`src/hw/rtl/dwta_pkg.sv`:
```
package dwta_pkg;

  localparam int CostW    = 32;
  localparam int CfgW     = 9;
  localparam int DispW    = 16;
  localparam int BestW    = 8;
  localparam int DenW     = CostW + 2;
  localparam int NumW     = CostW + 4;
  localparam int DivSteps = NumW;
  localparam int DivCntW  = $clog2(DivSteps);
  localparam int SumW     = NumW + 2;
  localparam int QMax     = 32767;
  localparam int QMin     = -32768;

  localparam logic [CfgW-1:0] CountReset  = 9'd64;
  localparam logic [CfgW-1:0] OffsetReset = 9'd0;

  localparam logic CfgDispCount  = 1'b0;
  localparam logic CfgDispOffset = 1'b1;

  typedef enum logic [4:0] {
    S_IDLE = 5'b00001,
    S_PREP = 5'b00010,
    S_DIV  = 5'b00100,
    S_FIX  = 5'b01000,
    S_EMIT = 5'b10000
  } state_e;

  typedef struct packed {
    logic accept;
    logic start;
    logic prep;
    logic div_step;
    logic fix;
    logic emit;
  } cmd_t;

  typedef struct packed {
    logic last;
    logic refine;
    logic div_done;
  } status_t;

endpackage

```
`src/hw/rtl/dwta_ctrl.sv`:
```
module dwta_ctrl import dwta_pkg::*; (
  input  logic    clk_i,
  input  logic    rst_ni,
  input  logic    in_valid_i,
  output logic    in_ready_o,
  input  logic    out_ready_i,
  output logic    out_valid_o,
  output logic    busy_o,
  input  status_t st_i,
  output cmd_t    cmd_o
);

  state_e state_q, state_d;
  logic   out_valid_q, out_valid_d;
  logic   accept;

  assign busy_o     = (state_q != S_IDLE);
  assign in_ready_o = !(st_i.last && busy_o);
  assign accept     = in_valid_i && in_ready_o;

  always_comb begin
    state_d      = state_q;
    cmd_o        = '0;
    cmd_o.accept = accept;
    cmd_o.start  = accept && st_i.last;
    out_valid_d  = out_valid_q && !out_ready_i;
    unique case (state_q)
      S_IDLE: begin
        if (cmd_o.start) begin
          state_d = S_PREP;
        end
      end
      S_PREP: begin
        cmd_o.prep = 1'b1;
        state_d    = S_DIV;
      end
      S_DIV: begin
        cmd_o.div_step = st_i.refine;
        if (!st_i.refine || st_i.div_done) begin
          state_d = S_FIX;
        end
      end
      S_FIX: begin
        cmd_o.fix = 1'b1;
        state_d   = S_EMIT;
      end
      S_EMIT: begin
        if (!out_valid_q || out_ready_i) begin
          cmd_o.emit  = 1'b1;
          out_valid_d = 1'b1;
          state_d     = S_IDLE;
        end
      end
      default: begin
        state_d = S_IDLE;
      end
    endcase
  end

  always_ff @(posedge clk_i or negedge rst_ni) begin
    if (!rst_ni) begin
      state_q     <= S_IDLE;
      out_valid_q <= 1'b0;
    end else begin
      state_q     <= state_d;
      out_valid_q <= out_valid_d;
    end
  end

  assign out_valid_o = out_valid_q;

endmodule

```
`config.mk`:
```
export PLATFORM = sky130hd
export DESIGN_NAME = dwta_ctrl
export DESIGN_NICKNAME = d
export VERILOG_FILES = /design/src/hw/rtl/dwta_pkg.sv /design/src/hw/rtl/dwta_ctrl.sv
export SDC_FILE = /design/constraint.sdc
export NUM_CORES = 1
export LEC_CHECK = 0
export BUFFER_PORTS_ARGS = -buffer_cell sky130_fd_sc_hd__clkbuf_2
export CAP_MARGIN = 20
export CORE_AREA = 2 2 39 41
export DETAILED_ROUTE_END_ITERATION = 12
export DIE_AREA = 0 0 41 43
export GPL_TIMING_DRIVEN = 0
export PLACE_DENSITY = 0.5
export SYNTH_ARGS = -nofsm -noshare
export SYNTH_HDL_FRONTEND = slang
export SYNTH_SLANG_ARGS = --single-unit
```
`constraint.sdc`:
```
create_clock -name clk_i -period 1.71 [get_ports clk_i]
set_input_delay 0.2565 -clock clk_i [delete_from_list [all_inputs] [get_ports clk_i]]
set_output_delay 0.2565 -clock clk_i [all_outputs]
set_load 0.01 [all_outputs]
```
==> flow_metrics.env, run 1 <==
export IMPL_power_mw=0.559
export IMPL_placed_cell_area_um2=455
export IMPL_power_density_nw_per_um2=1040
export IMPL_avgRoutedWirePerCell_um=9.73
export IMPL_die_h_um=43
export IMPL_gp_congestion=0.679
export IMPL_yosys_warnings=0
export IMPL_grt_pass1_vias=316
export IMPL_numCtsBuffers=3
export IMPL_antenna_found_initial=0
export IMPL_endpoint_kind="output port"
export IMPL_vias_per_cell=4.37
export IMPL_min_period_ns=1.69
export IMPL_required_ns=1.45
export IMPL_die_area_um2=1760
export IMPL_via_count=328
export IMPL_synth_nets=44
export IMPL_p_leak_nw=0.298
export IMPL_crit_chain="nor3_4, nand3b_4, or2_4, inv_2, buf_6"
export IMPL_grt_pass1_wl_um=1210
export IMPL_ios=16
export IMPL_crit_arrival_ns=1.43
export IMPL_path_class="reg -> out"
export IMPL_crit_slowest_cell="dfrtp_2"
export IMPL_clk_latency_ns=0.24
export IMPL_crit_path_start="state_q[3]"
export IMPL_max_clock_path_buffers=2
export IMPL_layout_cells_non_filler=75
export IMPL_rows=14
export IMPL_hold_violations=0
export IMPL_min_path_type="in -> reg"
export IMPL_drtAntennaViolNets=0
export IMPL_rsz0062_at_grt="yes"
export IMPL_worst_pin_slew_ns=0.289
export IMPL_finalMaxSlewViolations=0
export IMPL_synth_seq_area_share=0.420
export IMPL_r2r_start="state_q[3]"
export IMPL_clock_sinks=6
export IMPL_fmax_mhz=593
export IMPL_overflow=0
export IMPL_synthCells=37
export IMPL_fin_nets=67
export IMPL_worstRegToRegCells=5
export IMPL_finClkSkew_ns=0.00421
export IMPL_hold_start="st_i[0]"
export IMPL_status="completed"
export IMPL_yosysUniqueCellTypes=23
export IMPL_cts_htree_levels=1
export IMPL_cts_tree="done"
export IMPL_min_path_cells=2
export IMPL_place_inst=68
export IMPL_timing_hold_ws_ns=0.238
export IMPL_drv_cap=0
export IMPL_max_slew_margin=0.806
export IMPL_clkSlewWorstSetupHoldPaths_ns=0.05
export IMPL_final_layout_size_suffix_gt1_frac=0.593
export IMPL_io_buffer_count=15
export IMPL_antenna_cells=0
export IMPL_drc=0
export IMPL_finalCritPeriodShare=0.986
export IMPL_postSynthAreaPerCell_um2=9.74
export IMPL_start_util=0.260
export IMPL_grt_max_degree=7
export IMPL_final_area_um2=537
export IMPL_cts_root_buffer_cell="clkbuf_4"
export IMPL_fp_dieW_um=41
export IMPL_hpwl_um=571
export IMPL_layout_commonest_cell="clkbuf_2"
export IMPL_r2r_slack_ns=0.32
export IMPL_syn_area_um2=360
export IMPL_wirelength_um=730
export IMPL_coreArea_um2=1380
export IMPL_critPathMaxStageDelay_ns=0.44
export IMPL_drtIter0Drc=2
export IMPL_grt_use_total=0.109
export IMPL_final_cell_mix="14 x clkbuf_2, 4 x nand2_1, 4 x buf_4, 4 x dfrtp_1, 3 x clkbuf_4"
export IMPL_r2r_end="state_q[0]"
export IMPL_worstPathMaxFanout=6
export IMPL_finalSetupViolCount=0
export IMPL_areaGrowthSynthToFinish_pct=49.0
export IMPL_first_pass_iters=2
export IMPL_cp_start_kind="flop"
export IMPL_vdd_drop_max_mv=0.562
export IMPL_holdPathEnd="state_q[2]"
export IMPL_synth_seq_cells=6
-- synthesized netlist by cell type --
library cell,instances,area (um2)
nor3_2,1,10.0
dfstp_2,1,26.3
inv_1,3,11.3
nor3_1,1,5.00
o21bai_1,2,15.0
and3_1,1,6.26
buf_4,2,15.0
xor2_1,1,8.76
and2b_2,1,8.76
o2bb2ai_1,1,8.76
o21ai_0,2,10.0
or2_4,1,8.76
nand2b_1,1,6.26
o221ai_2,1,15.0
nor2_1,1,3.75
dfrtp_1,5,125
and3b_2,2,20.0
nand3b_2,1,11.3
nand2_1,5,18.8
nor4_1,1,6.26
a21oi_2,1,8.76
nand3_1,1,5.00
and2_1,1,6.26
-- critical path, delay by kind of cell (launching register included) --
family | cells | cell delay [ns]
buffers and inverters | 2 | 0.14
DFF | 1 | 0.44
and+or+nand+nor | 3 | 0.60
-- worst max-delay path by stage --
stage / end / cells after the start / slack [ns]
floorplan: cmd_o[5] / 5 / 0.28
global placement: cmd_o[4] / 5 / 0.18
detailed placement: cmd_o[4] / 5 / 0.19
CTS: cmd_o[4] / 5 / -0.01
global route: cmd_o[4] / 5 / -0.06
finish: cmd_o[4] / 5 / 0.02
-- kinds of logic after synthesis --
logic type / synth area share
AND/OR/NAND/NOR: 0.323
AO/OA/AOI/OAI: 0.160
flip-flops: 0.420
buffers and inverters: 0.0729
XOR/XNOR: 0.0243
-- what timing repair did --
action                     CTS  global route
setup endpoints to repair    2             4
pin swaps                    5             2
hold buffers                 1             0
hold endpoints to repair     5             0
setup buffers                2             1
resized for setup            4             4
-- layout make-up --
type | instances | area (um2)
fill | 135 | 847
clock buffer | 4 | 26.3
timing repair buffer | 19 | 114
tap | 16 | 20.0
sequential | 6 | 153
multi-input combinational | 26 | 205
inverter | 3 | 11.3
buffer | 1 | 7.51
-- layer usage --
layer,share of wire,global-route usage,routed length [um],vias up
li1,-,-,-,170
met1,0.42,0.132,308,147
met2,0.51,0.147,373,11
met3,0.064,0.0314,47,0
met4,0,0.100,0,0
met5,0,0,0,-
-- sequential cells by signal, summed over array words and instances (netlist names) --
signal / flops
out_valid_o: 1
state_q: 5
-- through the flow --
stage | setup TNS, ns | util | setup slack (ns)
floorplan | 0 | - | 0.281
global placement | 0 | 0.329 | 0.184
detailed placement | 0 | 0.329 | 0.191
CTS | -0.0102 | 0.373 | -0.0102
global route | -0.134 | 0.388 | -0.0591
finish | 0 | 0.388 | 0.0232
-- where the power goes --
group	internal, mW	switching (mW)	leakage (nW)
clock network	0.0883	0.0504	0.0150
registers	0.168	0.0322	0.0779
logic	0.122	0.0989	0.205
total	0.378	0.181	0.298
Power figures use the tool's default switching activity.
==> inputs of run 2 (changes only) <==
==> constraint.sdc (replaced) <==
create_clock -name clk_i -period 2 [get_ports clk_i]
set_input_delay 0.3 -clock clk_i [delete_from_list [all_inputs] [get_ports clk_i]]
set_output_delay 0.3 -clock clk_i [all_outputs]
set_load 0.01 [all_outputs]
==> run 2 against run 1 <==
Effect of this change: total power is 22% lower; highest routed layer unchanged; first-iteration DRC count is 100% lower; register-to-register slack better by 0.33 ns; sequential cell count stayed put; cell area is 8.4% lower; non-clock buffer count is 2 lower; worst hold slack better by 0.040 ns; cell count is 2.7% lower; setup slack better by 0.14 ns; combinational power is 30% lower; clock power is 14% lower; critical endpoint unchanged.
==> flow_metrics.env, run 2 (synthesized netlist as in run 1, its figures left out) <==
export IMPL_status="completed"
export IMPL_final_layout_size_suffix_gt1_frac=0.509
export IMPL_dp_worst_setup_slack_ns=0.437
export IMPL_overflow=0
export IMPL_critPathMaxStageDelay_ns=0.43
export IMPL_endpoint_kind="output port"
export IMPL_largest_reg_flops=5
export IMPL_power_density_nw_per_um2=891
export IMPL_vias_per_cell=4.26
export IMPL_grt_use_total=0.107
export IMPL_clkSlewWorstSetupHoldPaths_ns=0.05
export IMPL_rsz0062_at_grt="no"
export IMPL_min_path_type="in -> reg"
export IMPL_fmax_mhz=544
export IMPL_avgRoutedWirePerCell_um=9.62
export IMPL_drc=0
export IMPL_drtIter0Drc=0
export IMPL_crit_family="simple AND/OR/NAND/NOR gates"
export IMPL_cts_htree_levels=1
export IMPL_first_pass_iters=1
export IMPL_die_h_um=43
export IMPL_layout_commonest_cell="clkbuf_2"
export IMPL_via_count=311
export IMPL_ios=16
export IMPL_cts_tree="done"
export IMPL_max_slew_margin=0.803
export IMPL_antenna_cells=0
export IMPL_vdd_drop_max_mv=0.459
export IMPL_cts_root_buffer_cell="clkbuf_4"
export IMPL_min_period_ns=1.84
export IMPL_finalSetupViolCount=0
export IMPL_grt_pass1_wl_um=1200
export IMPL_crit_arrival_ns=1.54
export IMPL_die_area_um2=1760
export IMPL_final_cell_mix="15 x clkbuf_2, 5 x nand2_1, 5 x dfrtp_1, 3 x inv_1, 3 x clkbuf_4"
export IMPL_grt_max_degree=7
export IMPL_cp_start_kind="flop"
export IMPL_power_mw=0.438
export IMPL_required_ns=1.70
export IMPL_io_buffer_count=15
export IMPL_start_util=0.260
export IMPL_worst_pin_slew_ns=0.292
export IMPL_hold_violations=0
export IMPL_crit_buf_inv=2
export IMPL_finalCritPeriodShare=0.919
export IMPL_drtAntennaViolNets=0
export IMPL_worstPathMaxFanout=6
export IMPL_crit_chain="nor3_2, nand3b_2, or2_4, inv_1, clkbuf_2"
export IMPL_wirelength_um=702
export IMPL_grt_pass1_vias=307
export IMPL_top_register="state_q"
export IMPL_fp_dieW_um=41
export IMPL_clk_latency_ns=0.24
export IMPL_drv_cap=0
export IMPL_areaGrowthSynthToFinish_pct=36.5
export IMPL_max_clock_path_buffers=2
export IMPL_final_area_um2=492
export IMPL_placed_cell_area_um2=455
export IMPL_numCtsBuffers=3
export IMPL_rows=14
export IMPL_fin_nets=65
export IMPL_antenna_found_initial=0
export IMPL_setup_tns_ns=0
export IMPL_gp_congestion=0.679
export IMPL_crit_slowest_cell="dfrtp_1"
export IMPL_cts_resized=0
export IMPL_hpwl_um=571
export IMPL_timing_final_ws_setup_ns=0.162
export IMPL_path_class="reg -> out"
export IMPL_finClkSkew_ns=0.00244
export IMPL_clock_sinks=6
export IMPL_coreArea_um2=1380
export IMPL_p_leak_nw=0.283
export IMPL_finalMaxSlewViolations=0
[run 2: through the flow]
| stage | util | hold slack, ns | cells |
|---|---|---|---|
| finish | 0.355 | 0.279 | 73 |
| detailed placement | 0.329 | 0.131 | 68 |
| CTS | 0.355 | 0.276 | 73 |
| global route | 0.355 | 0.282 | 73 |
| floorplan | - | 0.00441 | 37 |
| global placement | 0.329 | 0.129 | 68 |
[run 2: path summary, 6_finish.rpt]
path / start / endpoint / slack (ns) / depth (start not counted)
setup / recovery: state_q[3] / cmd_o[4] / 0.16 / 5
hold / removal: st_i[0] / state_q[2] / 0.28 / 2
setup reg to reg: state_q[1] / state_q[3] / 0.65 / 4
hold reg to reg: state_q[0] / state_q[0] / 0.52 / 1
max in group asynchronous: rst_ni / state_q[0] / 1.36 / 2
min in group asynchronous: rst_ni / out_valid_o / 0.41 / 2
[run 2: worst register-to-register path: cells and delay by family (launching register included)]
family           cells  cell delay, ns
AND/OR/NAND/NOR      2            0.51
flip-flops           1            0.42
AO/OA/AOI/OAI        2            0.30
[run 2: timing repair]
item,in CTS,in global routing
hold buffers,1,0
endpoints found under the hold margin,5,0
buffers inserted,0,0
[run 2: area by class of cell]
| cell class | instances | area [um2] |
|---|---|---|
| fill | 142 | 892 |
| tap | 16 | 20.0 |
| buffer | 2 | 15.0 |
| timing repair buffer | 16 | 85.1 |
| sequential | 6 | 151 |
| inverter | 3 | 11.3 |
| multi-input combinational | 26 | 183 |
| clock buffer | 4 | 26.3 |
[run 2: power by group]
| part | leakage [nW] | total (mW) | switching, mW | internal, mW |
|---|---|---|---|---|
| Clock | 0.0150 | 0.120 | 0.0440 | 0.0756 |
| Combinational | 0.189 | 0.154 | 0.0775 | 0.0761 |
| Sequential | 0.0796 | 0.165 | 0.0221 | 0.143 |
[run 2: per-layer routing]
layer  up-vias  global-route usage  wire [um]
met1       135               0.135        310
met4         0               0.100          0
met5         -                   0          0
li1        165                   -          -
met3         0              0.0314         46
met2        11               0.138        345
