### config.mk
export PLATFORM = sky130hd
export DESIGN_NAME = dwta_dp
export DESIGN_NICKNAME = d
export VERILOG_FILES = /design/src/hw/rtl/dwta_pkg.sv /design/src/hw/rtl/dwta_dp.sv
export SDC_FILE = /design/constraint.sdc
export NUM_CORES = 1
export LEC_CHECK = 0
export BUFFER_PORTS_ARGS = -buffer_cell sky130_fd_sc_hd__buf_4
export CAP_MARGIN = 30
export CORE_MARGIN = 5
export CORE_UTILIZATION = 55
export DETAILED_ROUTE_END_ITERATION = 12
export GPL_TIMING_DRIVEN = 0
export PLACE_DENSITY = 0.7
export SLEW_MARGIN = 20
export SYNTH_ARGS = -nofsm -noshare
export SYNTH_HDL_FRONTEND = slang
export SYNTH_SLANG_ARGS = --single-unit
### constraint.sdc
create_clock -name clk_i -period 9.4 [get_ports clk_i]
set_input_delay 0.94 -clock clk_i [delete_from_list [all_inputs] [get_ports clk_i]]
set_output_delay 0.94 -clock clk_i [all_outputs]
set_load 0.005 [all_outputs]
### src/hw/rtl/dwta_pkg.sv
package dwta_pkg;

  localparam int CostW    = 32;
  localparam int CfgW     = 9;
  localparam int DispW    = 16;
  localparam int BestW    = 8;
  localparam int DenW     = CostW + 2;
  localparam int NumW     = CostW + 4;
  localparam int DivSteps = NumW;
  localparam int DivCntW  = $clog2(DivSteps);
  localparam int SumW     = NumW + 2;
  localparam int QMax     = 32767;
  localparam int QMin     = -32768;

  localparam logic [CfgW-1:0] CountReset  = 9'd64;
  localparam logic [CfgW-1:0] OffsetReset = 9'd0;

  localparam logic CfgDispCount  = 1'b0;
  localparam logic CfgDispOffset = 1'b1;

  typedef enum logic [4:0] {
    S_IDLE = 5'b00001,
    S_PREP = 5'b00010,
    S_DIV  = 5'b00100,
    S_FIX  = 5'b01000,
    S_EMIT = 5'b10000
  } state_e;

  typedef struct packed {
    logic accept;
    logic start;
    logic prep;
    logic div_step;
    logic fix;
    logic emit;
  } cmd_t;

  typedef struct packed {
    logic last;
    logic refine;
    logic div_done;
  } status_t;

endpackage

### src/hw/rtl/dwta_dp.sv
module dwta_dp import dwta_pkg::*; #(
  parameter int MAX_DISPARITIES = 256
) (
  input  logic                    clk_i,
  input  logic                    rst_ni,
  input  logic                    cfg_we_i,
  input  logic                    cfg_index_i,
  input  logic [CfgW-1:0]         cfg_wdata_i,
  input  logic [CostW-1:0]        cost_i,
  input  cmd_t                    cmd_i,
  output status_t                 st_o,
  output logic signed [DispW-1:0] disparity_q4_o,
  output logic [BestW-1:0]        best_index_o,
  output logic                    refined_o
);

  localparam int IdxW     = $clog2(MAX_DISPARITIES);
  localparam int CmpW     = (IdxW + 1 > CfgW) ? IdxW + 1 : CfgW;
  localparam int BaseW    = (IdxW + 2 > CfgW + 1) ? IdxW + 2 : CfgW + 1;
  localparam int AW       = BaseW + 4;
  localparam int BestExtW = (IdxW > BestW) ? IdxW : BestW;

  // configuration
  logic [CfgW-1:0]        count_q;
  logic signed [CfgW-1:0] offset_q;

  always_ff @(posedge clk_i or negedge rst_ni) begin
    if (!rst_ni) begin
      count_q  <= CountReset;
      offset_q <= $signed(OffsetReset);
    end else if (cfg_we_i) begin
      unique case (cfg_index_i)
        CfgDispCount:  count_q  <= cfg_wdata_i;
        CfgDispOffset: offset_q <= $signed(cfg_wdata_i);
      endcase
    end
  end

  // per-pixel search state
  logic [IdxW-1:0]  idx_q, low_idx_q;
  logic [CostW-1:0] prev_q, low_q, left_q, right_q;
  logic             await_q;

  logic [CmpW-1:0]  n_eff, idx_next;
  logic             last, take, interior;
  logic [IdxW-1:0]  nlow_idx;
  logic [CostW-1:0] nlow, nleft, nright;
  logic             nawait;

  always_comb begin
    n_eff = (count_q == '0) ? CmpW'(1) : CmpW'(count_q);
    if (n_eff > CmpW'(MAX_DISPARITIES)) begin
      n_eff = CmpW'(MAX_DISPARITIES);
    end
    idx_next = CmpW'(idx_q) + CmpW'(1);
    last     = (idx_next >= n_eff);

    take     = (idx_q == '0) || (cost_i < low_q);
    nlow     = low_q;
    nlow_idx = low_idx_q;
    nleft    = left_q;
    nright   = right_q;
    nawait   = await_q;
    if (take) begin
      nlow     = cost_i;
      nlow_idx = idx_q;
      nleft    = prev_q;
      nawait   = 1'b1;
    end else if (await_q) begin
      nright = cost_i;
      nawait = 1'b0;
    end
    interior = (nlow_idx != '0) && ((CmpW'(nlow_idx) + CmpW'(1)) < n_eff);
  end

  always_ff @(posedge clk_i or negedge rst_ni) begin
    if (!rst_ni) begin
      idx_q     <= '0;
      prev_q    <= '0;
      low_q     <= '0;
      low_idx_q <= '0;
      left_q    <= '0;
      right_q   <= '0;
      await_q   <= 1'b0;
    end else if (cmd_i.accept) begin
      if (last) begin
        idx_q     <= '0;
        prev_q    <= '0;
        low_q     <= '0;
        low_idx_q <= '0;
        left_q    <= '0;
        right_q   <= '0;
        await_q   <= 1'b0;
      end else begin
        idx_q     <= idx_next[IdxW-1:0];
        prev_q    <= cost_i;
        low_q     <= nlow;
        low_idx_q <= nlow_idx;
        left_q    <= nleft;
        right_q   <= nright;
        await_q   <= nawait;
      end
    end
  end

  // snapshot of the finished pixel
  logic [CostW-1:0] s_c0_q, s_c1_q, s_c2_q;
  logic [IdxW-1:0]  s_best_q;
  logic             s_int_q;

  always_ff @(posedge clk_i) begin
    if (cmd_i.start) begin
      s_c0_q   <= nleft;
      s_c1_q   <= nlow;
      s_c2_q   <= nright;
      s_best_q <= nlow_idx;
      s_int_q  <= interior;
    end
  end

  // parabola terms
  logic signed [CostW+2:0] dsum;
  logic signed [CostW:0]   diff;
  logic [CostW-1:0]        absdiff;
  logic signed [BaseW-1:0] base;

  always_comb begin
    dsum = $signed({3'b000, s_c0_q}) + $signed({3'b000, s_c2_q})
         - $signed({2'b00, s_c1_q, 1'b0});
    diff = $signed({1'b0, s_c0_q}) - $signed({1'b0, s_c2_q});
    absdiff = diff[CostW] ? CostW'(-diff) : diff[CostW-1:0];
    base = BaseW'(offset_q) + $signed(BaseW'(s_best_q));
  end

  logic [DenW-1:0]      den_q;
  logic [DenW-1:0]      rem_q, rem_d;
  logic [NumW-1:0]      quo_q, quo_d;
  logic                 bneg_q;
  logic signed [AW-1:0] a_q;
  logic                 refine_q;
  logic [DivCntW-1:0]   cnt_q;
  logic [DenW+1:0]      trial;

  // restoring divider, one quotient bit per step
  always_comb begin
    trial = {1'b0, rem_q, quo_q[NumW-1]} - {2'b00, den_q};
    if (!trial[DenW+1]) begin
      rem_d = trial[DenW-1:0];
      quo_d = {quo_q[NumW-2:0], 1'b1};
    end else begin
      rem_d = {rem_q[DenW-2:0], quo_q[NumW-1]};
      quo_d = {quo_q[NumW-2:0], 1'b0};
    end
  end

  always_ff @(posedge clk_i) begin
    if (cmd_i.prep) begin
      den_q  <= {dsum[CostW:0], 1'b0};
      rem_q  <= '0;
      quo_q  <= {absdiff, 4'b0000};
      bneg_q <= diff[CostW];
      a_q    <= {base, 4'b0000};
    end else if (cmd_i.div_step) begin
      rem_q <= rem_d;
      quo_q <= quo_d;
    end
  end

  always_ff @(posedge clk_i or negedge rst_ni) begin
    if (!rst_ni) begin
      refine_q <= 1'b0;
      cnt_q    <= '0;
    end else if (cmd_i.prep) begin
      refine_q <= s_int_q && (dsum != '0);
      cnt_q    <= '0;
    end else if (cmd_i.div_step) begin
      cnt_q <= cnt_q + DivCntW'(1);
    end
  end

  // truncating correction and saturation
  logic signed [SumW-1:0] a_ext, q_ext, t, res;
  logic                   rnz;
  logic signed [DispW-1:0] sat;
  logic [BestExtW-1:0]     best_ext;

  always_comb begin
    a_ext = SumW'(a_q);
    q_ext = $signed(SumW'(quo_q));
    rnz   = (rem_q != '0);
    t     = bneg_q ? (a_ext - q_ext) : (a_ext + q_ext);
    if (!refine_q) begin
      res = a_ext;
    end else if (!bneg_q) begin
      res = (t < 0 && rnz) ? t + SumW'(1) : t;
    end else begin
      res = (t > 0 && rnz) ? t - SumW'(1) : t;
    end
    if (res > QMax) begin
      sat = DispW'(QMax);
    end else if (res < QMin) begin
      sat = DispW'(QMin);
    end else begin
      sat = res[DispW-1:0];
    end
    best_ext = BestExtW'(s_best_q);
  end

  logic signed [DispW-1:0] res_q, out_disp_q;
  logic [BestW-1:0]        res_best_q, out_best_q;
  logic                    res_ref_q, out_ref_q;

  always_ff @(posedge clk_i) begin
    if (cmd_i.fix) begin
      res_q      <= sat;
      res_best_q <= best_ext[BestW-1:0];
      res_ref_q  <= refine_q;
    end
    if (cmd_i.emit) begin
      out_disp_q <= res_q;
      out_best_q <= res_best_q;
      out_ref_q  <= res_ref_q;
    end
  end

  assign st_o.last     = last;
  assign st_o.refine   = refine_q;
  assign st_o.div_done = (cnt_q == DivCntW'(DivSteps - 1));

  assign disparity_q4_o = out_disp_q;
  assign best_index_o   = out_best_q;
  assign refined_o      = out_ref_q;

endmodule

==> metrics, run 1 <==
Detail Route Antenna Nets 0; Post-Syn Area 0.0316 mm²; GRT overflow 0; number of fill cells in the layout 4855; Pre-antenna DRT Iters 6; hold_buf cts 0; critical setup path kind register to register; Max Clock Freq 0.134 GHz; Post-Syn Instances 3464; starting density of the core 55.8%; Critical Path Start Type register; Slew Limit Fails 0; status complete, no violations; count of input and output buffers 76; Placed Area 0.0332 mm²; nature of the critical path endpoint register; final hold violations 0; layout cells sized above 1 10.3%; Clock Tree Buf Depth 3; WP data arrival 7.79 ns; clock skew 0.0432 ns; global-route wire length before repair 147 mm; count of cell types in the netlist 96; minimum clock period 7.49 ns; Synth Warn # 0; worst endpoint required time 9.71 ns; pre-CTS setup slack 1.77 ns; r2r setup slk 1.91 ns; post-synthesis average cell area 9.12 µm²; Core ar. 0.0566 mm²; crit share post-route 79.6%; setup TNS 0 ns; Hold Worst Slack 0.339 ns; Slew HR 30.3%; # setup viols final 0; DP HPWL 74.0 mm; largest net degree at the start of global routing 106; number of global-route vias before repair 26600; Worst Hold Class primary input to async pin; via count 27100; clk_lat worst skew 0.61 ns; Reg clk slew, reported paths 0.06 ns; max-cap viol count 0; layout overhead on the synthesized area 10.3%; Vias/cell 6.17; io pins 79; post_cts resized 0; CTS buffer count 48; drt wl/cell 21.3 µm; Nets 3910; DR iter-0 viols 2177; RSZ-0062 raised after global routing no; Async S/R FF share, synth 38.7%; die height 250 µm; row cnt 87; Yosys reg bits 439; Placer Congestion 0.988; DRC viols 0; Reg2Reg Launch Point a_q[13]; Top FF cell, synth edfxtp_1; H-tree Lvls 2; die width 250 µm; CTS tree yes; CTS Sinks 439; Total Die Area 0.0623 mm²; R2R depth 22; largest fanout on the critical path 22; Worst-Margin Slew 1.02 ns; Post-Layout Inst Area 0.0348 mm²; diodes inserted 0; Setup WS post-layout 1.91 ns; GRT Overall Usage 29.0%; worst r2r dst res_q[0]; Post-CTS Setup Bufs 0; antenna violations before repair 1; sequential-to-total area share from yosys stat 37.9%; Post-Route WL 93.7 mm; Post-synth EDFFs 231; Root Buffer clkbuf_16; syn_nets 3778
-- per-layer routing --
layer	vias up	GRT usage, %	share of wire (%)
met1	13100	40.4	44
li1	12800	-	-
met5	-	0	0.014
met2	1027	46.5	45
met3	181	4.57	6.7
met4	2	9.71	3.6
-- area by class of cell --
class                      instances  area (µm²)  area share [%]
clock inverter                    32         390            1.12
buffer                           167         674            1.94
timing repair buffer              82         657            1.89
sequential                       439       12000            34.3
tap                              756         946            2.72
multi-input combinational       2491       17600            50.5
clock buffer                      58        1260            3.61
inverter                         367        1380            3.95
-- metrics by stage --
| stage | cells | util, % |
|---|---|---|
| after global placement | 4296 | 58.5 |
| after global routing | 4392 | 61.5 |
| after detailed placement | 4301 | 58.6 |
| final | 4392 | 61.5 |
| after floorplan | 3464 | - |
| after CTS | 4391 | 61.5 |
-- cells in the mapped netlist (9+ instances only) --
cell | count | share of area, %
o22ai_1 | 14 | 0.28
nand3_1 | 140 | 2.2
mux2_2 | 54 | 1.9
nor3b_1 | 10 | 0.24
a31oi_1 | 30 | 0.59
and2_1 | 18 | 0.36
dfrtp_1 | 169 | 13
edfxtp_1 | 231 | 22
fa_1 | 35 | 2.2
inv_1 | 365 | 4.3
nor2_1 | 236 | 2.8
o21ai_0 | 253 | 4.0
o21bai_1 | 21 | 0.50
ha_1 | 228 | 9.0
o211ai_1 | 18 | 0.43
nor4_1 | 27 | 0.53
o2111ai_1 | 19 | 0.53
or3_1 | 38 | 0.75
clkbuf_1 | 150 | 1.8
a21boi_0 | 11 | 0.26
nand4_1 | 42 | 0.83
mux2i_1 | 33 | 1.0
a31o_2 | 104 | 2.9
and4_1 | 9 | 0.25
a211oi_1 | 22 | 0.52
a22o_1 | 22 | 0.61
or2_2 | 17 | 0.34
o31ai_1 | 29 | 0.69
and3_1 | 30 | 0.59
nand2_1 | 199 | 2.4
xor2_1 | 50 | 1.4
xnor2_1 | 115 | 3.2
a311oi_1 | 34 | 0.94
a21oi_1 | 177 | 2.8
dfxtp_1 | 38 | 2.4
or4_1 | 14 | 0.33
a21o_1 | 47 | 1.1
nor3_1 | 69 | 1.1
nand2b_1 | 42 | 0.83
nor2b_1 | 106 | 2.1
o21a_1 | 33 | 0.78
o21ai_2 | 10 | 0.28
-- worst max-delay path: stages, from the launching register on --
cell and delay, ns:
edfxtp_1 0.56, buf_8 0.25, ha_1 0.30, buf_6 0.15
or4_4 0.51, nor3b_2 0.18, o211a_1 0.23, nor2_1 0.12
a2111oi_0 0.77, o211a_1 0.27, o2111ai_1 0.16, a311oi_1 0.54
xnor2_1 0.38, and4_1 0.39, a21oi_1 0.37, buf_2 0.32
a41oi_1 0.18, xor2_1 0.21, a2111oi_0 0.51, a31oi_1 0.21
nor2_4 0.29, buf_6 0.20, o31ai_1 0.08
-- layout by cell type, fill, tap and decap left out, types with 19 or more instances in the layout --
master,netlist,routed
a31o_2,104,104
nor2_1,236,236
a31oi_1,30,30
dfxtp_1,38,38
o21bai_1,21,21
ha_1,228,228
a211oi_1,22,22
inv_1,365,364
buf_4,2,77
a22o_1,22,22
xnor2_1,115,115
o21ai_0,253,253
a21oi_1,177,177
fa_1,35,35
nand3_1,140,140
mux2_2,54,54
or3_1,38,38
a311oi_1,34,34
mux2i_1,33,33
o21a_1,33,33
o2111ai_1,19,19
nand4_1,42,42
nor3_1,69,69
nor2b_1,106,106
a21o_1,47,47
and3_1,30,30
nand2b_1,42,42
nor4_1,27,26
clkbuf_1,150,158
nand2_1,199,199
edfxtp_1,231,231
dfrtp_1,169,169
o31ai_1,29,29
xor2_1,50,50
clkbuf_16,0,48
-- cells by family (layout without fill, tap and decap cells) --
logic type / count (synthesis) / in the layout / synth area share (%)
flops: 439 / 439 / 37.9
mux: 87 / 87 / 2.97
compound gates: 946 / 946 / 20.2
buf+inv: 534 / 706 / 6.50
fa+ha+maj: 263 / 263 / 11.3
simple gates: 1030 / 1030 / 16.7
xor+xnor: 165 / 165 / 4.58
-- state kept, by name (all words and copies together) (netlist names), 6 cells and up --
signal	count
left_q	32
quo_q	36
a_q	10
prev_q	32
right_q	32
low_q	32
idx_q	8
low_idx_q	8
s_c1_q	32
best_index_o	8
res_q	16
offset_q	9
cnt_q	6
best_ext	8
s_c0_q	32
count_q	9
disparity_q4_o	16
res_best_q	8
s_c2_q	32
den_q	33
rem_q	34
-- how the worst max path moves through the flow --
stage / from / endpoint / slack, ns / depth (start not counted)
2_1_floorplan: cost_i[1] / s_int_q / 3.19 / 31
3_3_place_gp: cost_i[1] / s_int_q / 0.58 / 32
3_5_place_dp: cost_i[1] / s_int_q / 1.77 / 33
4_1_cts: a_q[13] / res_q[0] / 2.15 / 21
5_1_grt: a_q[13] / res_q[0] / 1.59 / 22
6_report: a_q[13] / res_q[0] / 1.91 / 22
Power of run 1 is not shown: default switching activity piles up to over one toggle a cycle in this logic, so the estimate is an artifact.
==> inputs of run 2 (changes only) <==
ABC_AREA = 1   (was not set)
PLACE_DENSITY = 0.72   (was 0.7)
clock period = 6.5 ns   (was 9.4 ns; I/O delays follow)
==> run 2 against run 1 <==
  * Synthesized cell count rose by 41%
  * Wire length grew 17%
  * Hold slack better by 0.025 ns
  * Flip-flop and latch count is the same
  * Via count increased by 21%
  * Critical path depth rose by 3
  * First-iteration DRC count up 63%
  * Die area rose by 8.5%
  * Utilization decreased by 0.41 points
==> metrics, run 2 <==
status complete, no violations; CTS Sinks 439 (unchanged); drt wl/cell 18.7 µm (-12%); count of cell types in the netlist 59 (-39%); setup TNS 0 ns (unchanged); hold_buf cts 1 (+1); Core ar. 0.0618 mm² (+9.2%); final hold violations 0 (unchanged); Yosys reg bits 439 (unchanged); Synth Warn # 0 (unchanged); synth top area cells edfxtp_1 20%, nand2_1 13%, dfrtp_1 12%; io pins 79 (unchanged); biggest regs quo_q: 36 flops, rem_q: 34 flops, den_q: 33 flops; post-synth top area share 20.2% (-1.8 points); max reg flops 36 (unchanged); minimum clock period 5.59 ns (-1.89 ns); Reg2Reg Launch Point a_q[13]; Post-Route WL 110 mm (+17%); Worst Hold Class primary input to register; Reg clk slew, reported paths 0.06 ns (about the same); GRT Overall Usage 32.1% (+3.1 points); Top FF cell, synth edfxtp_1; crit share post-route 86.0% (+6.4 points); worst r2r dst res_q[7]; die height 260 µm (+4.2%); clock skew 0.0288 ns (-0.0143 ns); layout overhead on the synthesized area 9.95%; Slew Limit Fails 0 (unchanged); CTS buffer count 48 (unchanged); worst endpoint required time 6.82 ns (-2.89 ns); Max Clock Freq 0.179 GHz (+34%); Clock Tree Buf Depth 3 (unchanged); HP Start cost_i[5]; Placed Instances 5788 (+35%); Synth Area in Adders 10.3% (-0.92 points); row cnt 91 (+4.6%); Detail Route Antenna Nets 0 (unchanged); critical setup path kind register to register; Post-Syn Instances 4869 (+41%); sequential-to-total area share from yosys stat 34.8% (-3.1 points); Post-synth EDFFs 231 (unchanged); r2r setup slk 0.91 ns (-1.01 ns); XOR/XNOR share of the synthesized area 3.36% (-1.2 points); Worst path max stage delay 0.69 ns (-0.08 ns); Critical Path Start Type register; Worst-Margin Slew 1.04 ns (+0.0201 ns); largest fanout on the critical path 22 (unchanged); GRT overflow 0 (unchanged); syn_nets 5183 (+37%); via count 32700 (+21%); top cell type by total area after synthesis edfxtp_1; DP HPWL 89.3 mm (+21%); # setup viols final 0 (unchanged); non-filler cells, final 5878 (+34%); DR iter-0 viols 3543 (+63%); most used cell along the critical path nand2_1; Post-CTS Setup Bufs 0 (unchanged); CP delay by family, top simple AND/OR/NAND/NOR gates; commonest non-fill, non-tap cell in the layout nand2_1; count of input and output buffers 77 (+1.3%); Async S/R FF share, synth 38.7% (unchanged); R2R depth 25 (+14%); max-cap viol count 0 (unchanged); GRT busiest layer met2; mux contribution to synthesized area 0.0910% (-2.9 points); met2 usage 49.8% (+3.3 points); Synth Area in Compound Gates 13.6% (-6.6 points); antenna violations before repair 2 (+1); Nets 5316 (+36%); global-route wire length before repair 172 mm (+17%); largest net degree at the start of global routing 106 (unchanged); Pre-antenna DRT Iters 6 (unchanged); Buffers & Inverters on Critical Path 2 (-2); Placer Congestion 1.05 (+6.8%); post_cts resized 0 (unchanged); Post-Syn Area 0.0344 mm² (+8.9%); number of fill cells in the layout 5843 (+20%); Total Die Area 0.0676 mm² (+8.5%); post-synthesis average cell area 7.06 µm² (-23%); Vias/cell 5.56 (-9.8%); Root Buffer clkbuf_16; DRC viols 0 (unchanged); WHS Endpoint prev_q[5]; Slew HR 30.2% (-0.13 points); number of global-route vias before repair 30700 (+15%); WP data arrival 5.91 ns (-1.88 ns); nature of the critical path endpoint register; most common cell in the netlist nand2_1; Largest Register quo_q; starting density of the core 55.6% (-0.19 points); die width 260 µm (+4.2%); most frequent cells in the layout 1226 x nand2_1, 906 x inv_1, 395 x nor2_1; Post-Synth Simple-Gate Area 26.1% (+9.4 points); met1 Use GR 47.0% (+6.6 points); main combinational cell family by area after synthesis simple AND/OR/NAND/NOR gates; CTS tree yes; diodes inserted 0 (unchanged); Min-Delay Path Depth 3; H-tree Lvls 2 (unchanged); Post-synth top cells 1226 x nand2_1, 906 x inv_1, 395 x nor2_1, 346 x o21ai_0, 266 x nand3_1; slowest CP cell edfxtp_1; layout cells sized above 1 5.26% (-5.0 points); RSZ-0062 raised after global routing no; met3 Use GR 4.71% (+0.14 points); clk_lat worst skew 0.59 ns (-0.02 ns)
[run 2: cell types whose count changed after synthesis, sizes merged, moves of 42 or more]
cell / change
o21ai: +97
a31o: -102
xor2: +48
nor2: +168
nor2b: -106
mux2: -53
o22ai: +123
nand3: +131
clkbuf: -67
xnor2: -81
nand2: +1058
inv: +554
a21oi: +63
nand2b: -42
[run 2: cell families (layout without fill, tap and decap cells)]
group                    count (synthesis)  count (layout)
flip-flops                             439             439
AO/OA/AOI/OAI                          845             845
adder cells (fa/ha/maj)                263             263
multiplexers                             3               3
buffers and inverters                 1053            1225
XOR/XNOR                               132             132
AND/OR/NAND/NOR                       2134            2134
[run 2: through the flow]
step / utilization, % / instance area, µm² / hold slack (ns) / worst slack (ns)
3_3_place_gp: 58.2 / 36000 / 0.402 / 0.152
5_1_grt: 61.1 / 37800 / 0.351 / 0.579
2_1_floorplan: - / 34400 / 0.354 / 2.07
4_1_cts: 61.1 / 37800 / 0.332 / 1.08
3_5_place_dp: 58.4 / 36100 / 0.405 / 1.11
6_report: 61.1 / 37800 / 0.364 / 0.908
[run 2: worst register-to-register path: cells and delay by family (launching register included)]
family                     cells  cell delay [ns]
buffers and inverters          2             0.45
xor gates and xnor gates       1             0.18
DFF                            1             0.69
and+or+nand+nor               20             3.46
adders and majority gates      1             0.51
AOI/OAI and AO/OA              1             0.07
[run 2: worst max-delay path by stage]
| stage | cells past startpoint | to | startpoint |
|---|---|---|---|
| after global routing | 28 | res_q[7] | a_q[13] |
| after global placement | 27 | res_q[5] | a_q[13] |
| final | 25 | res_q[7] | a_q[13] |
| after CTS | 25 | res_q[7] | a_q[13] |
| after detailed placement | 25 | res_q[7] | a_q[13] |
| after floorplan | 32 | res_q[10] | a_q[13] |
[run 2: area by class of cell]
class | instances | area [µm²] | share of cell area [%]
clock inverters | 28 | 367 | 0.970
repair buffers | 83 | 704 | 1.86
flip-flops and latches | 439 | 12000 | 31.6
clock buffers | 61 | 1300 | 3.44
plain buffers | 129 | 579 | 1.53
inverters | 924 | 3470 | 9.18
multi-input cells | 3377 | 18400 | 48.6
well taps | 837 | 1050 | 2.77
[run 2: per-layer routing]
| metal | share of wire [%] | up-vias | wire [µm] |
|---|---|---|---|
| li1 | - | 16100 | - |
| met3 | 8.5 | 207 | 9320 |
| met5 | 0.0082 | - | 9 |
| met4 | 3.4 | 2 | 3770 |
| met2 | 43 | 1271 | 47600 |
| met1 | 45 | 15200 | 49100 |
Power of run 2 is left out for the same reason.
